[src/rtl/emks_pkg.sv]
// ----------------------------------------------------------------------------
// emks_pkg
// Shared types and constants for the exact match key set.
// ----------------------------------------------------------------------------
package emks_pkg;

  localparam int CAPACITY_DEF  = 64;
  localparam int KEY_WIDTH_DEF = 32;
  localparam int KEY_FIELD_W   = 32;
  localparam int COUNT_FIELD_W = 7;
  localparam int MODE_W        = 2;

  localparam logic [MODE_W-1:0] MODE_INSERT = 2'd0;
  localparam logic [MODE_W-1:0] MODE_REMOVE = 2'd1;
  localparam logic [MODE_W-1:0] MODE_TEST   = 2'd2;

  typedef enum logic [1:0] {
    ST_IDLE,
    ST_SCAN,
    ST_FINISH
  } state_t;

  // control token handed from cell to cell
  typedef struct packed {
    logic              active;
    logic [MODE_W-1:0] mode;
    logic              hit;
    logic              free_found;
  } cell_ctl_t;

endpackage

[src/rtl/emks_in_if.sv]
// ----------------------------------------------------------------------------
// emks_in_if
// Request channel: operation mode and key.
// ----------------------------------------------------------------------------
interface emks_in_if;
  logic        valid;
  logic        ready;
  logic [1:0]  mode;
  logic [31:0] key;

  modport source (output valid, output mode, output key, input ready);
  modport sink (input valid, input mode, input key, output ready);
endinterface

[src/rtl/emks_out_if.sv]
// ----------------------------------------------------------------------------
// emks_out_if
// Result channel: success, full flag and entry count.
// ----------------------------------------------------------------------------
interface emks_out_if;
  logic       valid;
  logic       ready;
  logic       success;
  logic       table_full;
  logic [6:0] entry_count;

  modport source (output valid, output success, output table_full,
                  output entry_count, input ready);
  modport sink (input valid, input success, input table_full,
                input entry_count, output ready);
endinterface

[src/rtl/exact_match_key_set_unit.sv]
// ----------------------------------------------------------------------------
// exact_match_key_set_unit
// Set of up to CAPACITY distinct keys with insert, remove and membership test.
// ----------------------------------------------------------------------------
// Usage:
//   item   - request channel (valid/ready): mode and key. Mode insert adds a
//            new key in the lowest free entry, remove deletes a held key,
//            test reports whether the key is held. Key bits above KEY_WIDTH
//            are ignored.
//   result - one transaction per request: success, table_full, entry_count
//            (keys held after the operation, low 7 bits).
//   A request walks the row of CAPACITY entry cells, one cell per cycle.
//   The result is registered in the finish state once the request leaves
//   the row, and a new request is taken only back in idle, so the block
//   holds one request at a time; the length of the cell row sets its delay.
//   Reset empties the table at once and clears the count.
//   The result sits in an output register; a stalled receiver holds a
//   finished request at the end of the row until that register is free,
//   and no new request is taken meanwhile.
// ----------------------------------------------------------------------------
module exact_match_key_set_unit
  import emks_pkg::*;
#(
  parameter int CAPACITY  = CAPACITY_DEF,
  parameter int KEY_WIDTH = KEY_WIDTH_DEF
) (
  input logic          clk,
  input logic          rst,
  emks_in_if.sink      item,
  emks_out_if.source   result
);

  localparam int KEY_W = (KEY_WIDTH < KEY_FIELD_W) ? KEY_WIDTH : KEY_FIELD_W;
  localparam int IDX_W = $clog2(CAPACITY);
  localparam int CNT_W = $clog2(CAPACITY + 1);

  state_t           state;
  state_t           state_next;
  logic [CNT_W-1:0] count;
  logic [CNT_W-1:0] count_next;

  cell_ctl_t        head_ctl;
  cell_ctl_t        tail_ctl;
  logic [KEY_W-1:0] tail_key;
  logic [IDX_W-1:0] tail_free_idx;

  logic [MODE_W-1:0] fin_mode;
  logic              fin_hit;
  logic              fin_free_found;
  logic [IDX_W-1:0]  fin_free_idx;
  logic [KEY_W-1:0]  fin_key;

  logic accept;
  logic commit;
  logic ok;
  logic full;
  logic wr_en;

  assign accept = item.valid && item.ready;

  always_comb begin
    head_ctl.active     = accept;
    head_ctl.mode       = item.mode;
    head_ctl.hit        = 1'b0;
    head_ctl.free_found = 1'b0;
  end

  emks_chain #(
    .CAPACITY (CAPACITY),
    .KEY_W    (KEY_W),
    .IDX_W    (IDX_W)
  ) u_chain (
    .clk           (clk),
    .rst           (rst),
    .head_ctl      (head_ctl),
    .head_key      (item.key[KEY_W-1:0]),
    .tail_ctl      (tail_ctl),
    .tail_key      (tail_key),
    .tail_free_idx (tail_free_idx),
    .wr_en         (wr_en),
    .wr_idx        (fin_free_idx),
    .wr_key        (fin_key)
  );

  // next state
  always_comb begin
    state_next = state;
    case (state)
      ST_IDLE:   if (accept) state_next = ST_SCAN;
      ST_SCAN:   if (tail_ctl.active) state_next = ST_FINISH;
      ST_FINISH: if (!result.valid || result.ready) state_next = ST_IDLE;
      default:   state_next = ST_IDLE;
    endcase
  end

  // outputs
  always_comb begin
    item.ready = 1'b0;
    commit     = 1'b0;
    case (state)
      ST_IDLE:   item.ready = 1'b1;
      ST_SCAN:   commit = 1'b0;
      ST_FINISH: commit = !result.valid || result.ready;
      default:   commit = 1'b0;
    endcase
  end

  always_comb begin
    ok         = 1'b0;
    full       = 1'b0;
    count_next = count;
    case (fin_mode)
      MODE_INSERT: begin
        ok   = !fin_hit && fin_free_found;
        full = !fin_hit && !fin_free_found;
        if (ok) count_next = count + CNT_W'(1);
      end
      MODE_REMOVE: begin
        ok = fin_hit;
        if (fin_hit && (count != '0)) count_next = count - CNT_W'(1);
      end
      MODE_TEST: ok = fin_hit;
      default:   ok = 1'b0;
    endcase
  end

  assign wr_en = commit && (fin_mode == MODE_INSERT) && ok;

  always_ff @(posedge clk) begin
    if (rst) begin
      state        <= ST_IDLE;
      count        <= '0;
      result.valid <= 1'b0;
    end else begin
      state <= state_next;
      if (commit) begin
        count        <= count_next;
        result.valid <= 1'b1;
      end else if (result.ready) begin
        result.valid <= 1'b0;
      end
    end
  end

  always_ff @(posedge clk) begin
    if (state == ST_SCAN && tail_ctl.active) begin
      fin_mode       <= tail_ctl.mode;
      fin_hit        <= tail_ctl.hit;
      fin_free_found <= tail_ctl.free_found;
      fin_free_idx   <= tail_free_idx;
      fin_key        <= tail_key;
    end
    if (commit) begin
      result.success     <= ok;
      result.table_full  <= full;
      result.entry_count <= COUNT_FIELD_W'(count_next);
    end
  end

endmodule

[src/rtl/emks_cell.sv]
// ----------------------------------------------------------------------------
// emks_cell
// One table entry: compares the passing key, clears itself on a matching
// remove, claims the free slot if it is the first empty one, and takes a
// broadcast write addressed to it.
// ----------------------------------------------------------------------------
module emks_cell
  import emks_pkg::*;
#(
  parameter int KEY_W = KEY_WIDTH_DEF,
  parameter int IDX_W = 6,
  parameter int INDEX = 0
) (
  input  logic             clk,
  input  logic             rst,
  input  cell_ctl_t        ctl_in,
  input  logic [KEY_W-1:0] key_in,
  input  logic [IDX_W-1:0] free_idx_in,
  output cell_ctl_t        ctl_out,
  output logic [KEY_W-1:0] key_out,
  output logic [IDX_W-1:0] free_idx_out,
  input  logic             wr_en,
  input  logic [IDX_W-1:0] wr_idx,
  input  logic [KEY_W-1:0] wr_key
);

  logic             valid;
  logic [KEY_W-1:0] key;
  logic             match;
  logic             claim;
  cell_ctl_t        ctl_next;

  assign match = valid && (key == key_in);
  assign claim = !ctl_in.free_found && !valid;

  always_comb begin
    ctl_next            = ctl_in;
    ctl_next.hit        = ctl_in.hit | match;
    ctl_next.free_found = ctl_in.free_found | claim;
  end

  always_ff @(posedge clk) begin
    if (rst) begin
      valid <= 1'b0;
    end else begin
      if (wr_en && (wr_idx == IDX_W'(INDEX))) begin
        valid <= 1'b1;
      end else if (ctl_in.active && (ctl_in.mode == MODE_REMOVE) && match) begin
        valid <= 1'b0;
      end
    end
  end

  always_ff @(posedge clk) begin
    ctl_out.active     <= rst ? 1'b0 : ctl_next.active;
    ctl_out.mode       <= ctl_next.mode;
    ctl_out.hit        <= ctl_next.hit;
    ctl_out.free_found <= ctl_next.free_found;
    key_out            <= key_in;
    free_idx_out       <= claim ? IDX_W'(INDEX) : free_idx_in;
    if (wr_en && (wr_idx == IDX_W'(INDEX))) begin
      key <= wr_key;
    end
  end

endmodule

[src/rtl/emks_chain.sv]
// ----------------------------------------------------------------------------
// emks_chain
// Row of entry cells; the lookup token moves one cell per cycle.
// ----------------------------------------------------------------------------
module emks_chain
  import emks_pkg::*;
#(
  parameter int CAPACITY = CAPACITY_DEF,
  parameter int KEY_W    = KEY_WIDTH_DEF,
  parameter int IDX_W    = $clog2(CAPACITY)
) (
  input  logic             clk,
  input  logic             rst,
  input  cell_ctl_t        head_ctl,
  input  logic [KEY_W-1:0] head_key,
  output cell_ctl_t        tail_ctl,
  output logic [KEY_W-1:0] tail_key,
  output logic [IDX_W-1:0] tail_free_idx,
  input  logic             wr_en,
  input  logic [IDX_W-1:0] wr_idx,
  input  logic [KEY_W-1:0] wr_key
);

  cell_ctl_t        ctl [CAPACITY+1];
  logic [KEY_W-1:0] keys [CAPACITY+1];
  logic [IDX_W-1:0] fidx [CAPACITY+1];

  assign ctl[0]  = head_ctl;
  assign keys[0] = head_key;
  assign fidx[0] = '0;

  for (genvar i = 0; i < CAPACITY; i++) begin : g_cell
    emks_cell #(
      .KEY_W (KEY_W),
      .IDX_W (IDX_W),
      .INDEX (i)
    ) u_cell (
      .clk          (clk),
      .rst          (rst),
      .ctl_in       (ctl[i]),
      .key_in       (keys[i]),
      .free_idx_in  (fidx[i]),
      .ctl_out      (ctl[i+1]),
      .key_out      (keys[i+1]),
      .free_idx_out (fidx[i+1]),
      .wr_en        (wr_en),
      .wr_idx       (wr_idx),
      .wr_key       (wr_key)
    );
  end

  assign tail_ctl      = ctl[CAPACITY];
  assign tail_key      = keys[CAPACITY];
  assign tail_free_idx = fidx[CAPACITY];

endmodule
[src/flat_wrapper.sv]
// flat-port wrapper written by rule: the top's interface ports become plain ports
module exact_match_key_set_unit_flat import emks_pkg::*;
#(
  parameter int CAPACITY  = CAPACITY_DEF,
  parameter int KEY_WIDTH = KEY_WIDTH_DEF
)
  (clk, rst, item_valid, item_mode, item_key, item_ready, result_valid, result_success, result_table_full, result_entry_count, result_ready);
  emks_in_if item_i ();
  emks_out_if result_i ();
  input logic clk;
  input logic rst;
  input wire logic [$bits(item_i.valid)-1:0] item_valid;
  input wire logic [$bits(item_i.mode)-1:0] item_mode;
  input wire logic [$bits(item_i.key)-1:0] item_key;
  output wire logic [$bits(item_i.ready)-1:0] item_ready;
  output wire logic [$bits(result_i.valid)-1:0] result_valid;
  output wire logic [$bits(result_i.success)-1:0] result_success;
  output wire logic [$bits(result_i.table_full)-1:0] result_table_full;
  output wire logic [$bits(result_i.entry_count)-1:0] result_entry_count;
  input wire logic [$bits(result_i.ready)-1:0] result_ready;
  assign item_i.valid = item_valid;
  assign item_i.mode = item_mode;
  assign item_i.key = item_key;
  assign item_ready = item_i.ready;
  assign result_valid = result_i.valid;
  assign result_success = result_i.success;
  assign result_table_full = result_i.table_full;
  assign result_entry_count = result_i.entry_count;
  assign result_i.ready = result_ready;
  exact_match_key_set_unit #(.CAPACITY(CAPACITY), .KEY_WIDTH(KEY_WIDTH)) u_core (.clk(clk), .rst(rst), .item(item_i), .result(result_i));
endmodule
[config.mk]
export PLATFORM = sky130hd
export DESIGN_NAME = exact_match_key_set_unit_flat
export DESIGN_NICKNAME = d
export VERILOG_FILES = /design/src/rtl/emks_pkg.sv /design/src/rtl/emks_in_if.sv /design/src/rtl/emks_out_if.sv /design/src/rtl/exact_match_key_set_unit.sv /design/src/rtl/emks_cell.sv /design/src/rtl/emks_chain.sv /design/src/flat_wrapper.sv
export SDC_FILE = /design/constraint.sdc
export NUM_CORES = 2
export LEC_CHECK = 0
export ABC_AREA = 1
export BUFFER_PORTS_ARGS = -buffer_cell sky130_fd_sc_hd__buf_4
export CORE_ASPECT_RATIO = 1.2
export CORE_MARGIN = 4
export CORE_UTILIZATION = 53
export DETAILED_ROUTE_END_ITERATION = 7
export PLACE_DENSITY = 0.68
export SLEW_MARGIN = 20
export SYNTH_ARGS = -nofsm -noshare
export SYNTH_HDL_FRONTEND = slang
export SYNTH_SLANG_ARGS = --single-unit
export TNS_END_PERCENT = 20
[constraint.sdc]
create_clock -name clk -period 9.69 [get_ports clk]
set_clock_uncertainty 0.2 [all_clocks]
set_input_delay 1.938 -clock clk [delete_from_list [all_inputs] [get_ports clk]]
set_output_delay 1.938 -clock clk [all_outputs]
set_load 0.1 [all_outputs]
==> flow_metrics.env <==
export IMPL_status="finished clean"
export IMPL_row_count=217
export IMPL_firstDrtPassIters=6
export IMPL_cp_max_fo=32
export IMPL_avgViaCountPerCell=4.99
export IMPL_crit_path_end_kind="register"
export IMPL_cts_setup_buffers=0
export IMPL_dp_hpwl_mm=247
export IMPL_die_w_um=502
export IMPL_relSlewSlack=0.245
export IMPL_cts_resized_gates=0
export IMPL_via_count=85180
export IMPL_arrival_ns=6.12
export IMPL_fillers=22106
export IMPL_dieHeight_um=601
export IMPL_clock_sinks=4862
export IMPL_setup_ws_ns=3.88
export IMPL_ant_nets=0
export IMPL_synthCells=12280
export IMPL_pre_cts_ws_ns=2.86
export IMPL_cts_tree="built"
export IMPL_htreeDepth=5
export IMPL_start_util=0.533
export IMPL_fin_crit_sh=0.600
export IMPL_crit_type="input port to register"
export IMPL_timing_fmax_ghz=0.172
export IMPL_cp_common_cell="inv_1"
export IMPL_cp_cell_sequence="buf_4 -> nor2_1 -> inv_1 -> nand2_1 -> inv_1 -> nand3_2 -> inv_1 -> nand3_1 -> nor2_1 -> inv_1 -> nor2_4"
export IMPL_timing_hold_ws_ns=0.130
export IMPL_hp_class="register to register"
export IMPL_grt_pass1_wl_mm=547
export IMPL_p_total_mw=39.9
export IMPL_postRouteWirelength_mm=377
export IMPL_cts_hold_fix_buffers=0
export IMPL_synth_edf_count=2099
export IMPL_synthArstFlopShare=0
export IMPL_grt_usage=0.247
export IMPL_drc=0
export IMPL_synth_ff_latch_count=4862
export IMPL_avgSynthCellArea_um2=12.7
export IMPL_drt_iter0_markers=7289
export IMPL_hold_viol_final=0
export IMPL_finalSetupTns_ns=0
export IMPL_final_setup_viol_count=0
export IMPL_synth_nets=12324
export IMPL_fin_util=0.605
export IMPL_final_net_count=12890
export IMPL_peakVddDrop_uv=192
export IMPL_cpLargestDelayFamily="simple AND/OR/NAND/NOR gates"
export IMPL_max_cap_violations=0
export IMPL_synth_cell_types=38
export IMPL_critPathBufInv=5
export IMPL_path_clk_slew_ns=0.06
export IMPL_crit_required_ns=10.00
export IMPL_gp_congestion=0.892
export IMPL_ys_warn_count=0
export IMPL_period_needed_ns=5.81
export IMPL_p_leak_nw=68.2
export IMPL_seq_area_frac_synth=0.761
export IMPL_drive_gt1_frac=0.105
export IMPL_die_area_um2=302000
export IMPL_report_final_slew_viol_count=0
export IMPL_globalRouteOverflowTotal=0
export IMPL_core_area_um2=292000
export IMPL_synthToLayoutAreaGrowth_pct=13.4
export IMPL_grt_start_max_net_pins=83
export IMPL_syn_area_um2=155000
export IMPL_drt_wirelength_per_cell_um=22.0
export IMPL_clkLatencyLatePin_ns=0.93
export IMPL_cts_buffer_depth=4
export IMPL_yosys_most_used_dff="dfxtp_1"
export IMPL_portBuffers=48
export IMPL_startpoint_type="input port"
export IMPL_p_per_area_nw_per_um2=226
export IMPL_cts_root_buf="clkbuf_16"
export IMPL_pin_count=49
export IMPL_antenna_found_initial=34
export IMPL_critPathSlowestCell="nor2_4"
export IMPL_grt_pass1_vias=85145
export IMPL_rsz0062_at_grt="false"
export IMPL_max_stage_delay_ns=0.85
export IMPL_worst_pin_slew_ns=1.13
export IMPL_cts_buffers=443
## state kept, by name, summed over array words and instances, names as in the netlist
signal                                     count
u_core.u_chain.g_cell.u_cell.key            2048
u_core.u_chain.g_cell.u_cell.key_out        2048
u_core.u_chain.g_cell.u_cell.free_idx_out    321
u_core.u_chain.g_cell.u_cell.ctl_out         320
u_core.u_chain.g_cell.u_cell.valid            64
u_core.fin_key                                32
u_core.count                                   7
u_core.result.entry_count                      7
u_core.fin_free_idx                            6
u_core.fin_mode                                2
u_core.state                                   2
u_core.fin_free_found                          1
u_core.fin_hit                                 1
u_core.result.success                          1
u_core.result.table_full                       1
u_core.result.valid                            1
## through the flow
stage                     cell area, µm²  cells
after floorplan                   155000  12280
after global placement            161000  16230
after detailed placement          161000  16231
after CTS                         176000  17061
after global routing              176000  17064
final                             176000  17081
## layer usage
metal	track usage	up-vias	share of wire
met5	0	-	0.00012
met4	0.103	8	0.043
met3	0.0339	823	0.056
met2	0.442	2702	0.52
met1	0.297	41397	0.38
li1	-	40250	-
## worst paths after layout
kind                                                startpoint                                      endpoint  slack [ns]  depth (start not counted)
setup / recovery                                  result_ready        u_core.u_chain.g_cell[8].u_cell.key[1]        3.88                         11
hold / removal    u_core.u_chain.g_cell[62].u_cell.key_out[22]  u_core.u_chain.g_cell[63].u_cell.key_out[22]        0.13                          0
setup reg to reg                               u_core.state[1]        u_core.u_chain.g_cell[8].u_cell.key[1]        4.59                         10
hold reg to reg   u_core.u_chain.g_cell[62].u_cell.key_out[22]  u_core.u_chain.g_cell[63].u_cell.key_out[22]        0.13                          0
## report_power, final
part | internal (mW) | switching [mW]
clock | 10.1 | 7.39
combinational | 0.253 | 0.226
sequential | 21.6 | 0.394
## cells in the mapped netlist, drive strengths merged (2+ instances only)
cell type / count / share of area
o21a: 6 / 0.00029
o21ai: 106 / 0.0034
o211a: 2 / 0.00013
nor3b: 65 / 0.0031
a31o: 54 / 0.0030
or2: 429 / 0.017
xor2: 13 / 0.00073
buf: 4 / 0.00013
ha: 6 / 0.00048
o211ai: 9 / 0.00043
xnor2: 1266 / 0.071
nand2: 2324 / 0.056
a21oi: 81 / 0.0027
nor3: 8 / 0.00026
edfxtp: 2099 / 0.41
clkbuf: 17 / 0.00041
and2: 2 / 0.000080
inv: 1487 / 0.036
a21o: 9 / 0.00043
nand4: 184 / 0.0074
nand3: 226 / 0.0073
dfxtp: 2763 / 0.36
nor2: 1090 / 0.027
nor4: 2 / 0.000080
o22ai: 21 / 0.00084
nand3b: 3 / 0.00014
## cell type report
cell class,instances,area (µm²),area share
flip-flops and latches,4862,118000,0.671
multi-input cells,5909,31600,0.179
clock buffers,641,13100,0.0741
inverters,1488,5590,0.0317
well taps,3832,4790,0.0272
clock inverters,189,1720,0.00978
repair buffers,142,1140,0.00645
diodes,18,45.0,0.000255
## cell usage in the layout (no fill, tap or decap), drive strengths merged, types with 9 or more instances in the layout
cell	instances
a21o	9
a21oi	81
a31o	54
buf	141
bufinv	26
clkbuf	642
clkinv	128
clkinvlp	14
dfxtp	2763
diode	18
edfxtp	2099
inv	1509
nand2	2324
nand3	226
nand4	184
nor2	1090
nor3b	65
o211ai	9
o21ai	106
o22ai	21
or2	429
xnor2	1266
xor2	13
## logic make-up (layout without fill, tap and decap cells)
| kind of cell | Yosys count | after routing | synth area share |
|---|---|---|---|
| AO/OA/AOI/OAI | 291 | 291 | 0.0114 |
| XOR/XNOR | 1279 | 1279 | 0.0720 |
| adder cells (fa/ha/maj) | 6 | 6 | 0.000483 |
| buffers and inverters | 1509 | 2460 | 0.0365 |
| flip-flops | 4862 | 4862 | 0.761 |
| other | 0 | 18 | 0 |
| AND/OR/NAND/NOR | 4333 | 4333 | 0.119 |
Note: power is estimated with default switching activity, not from simulation.
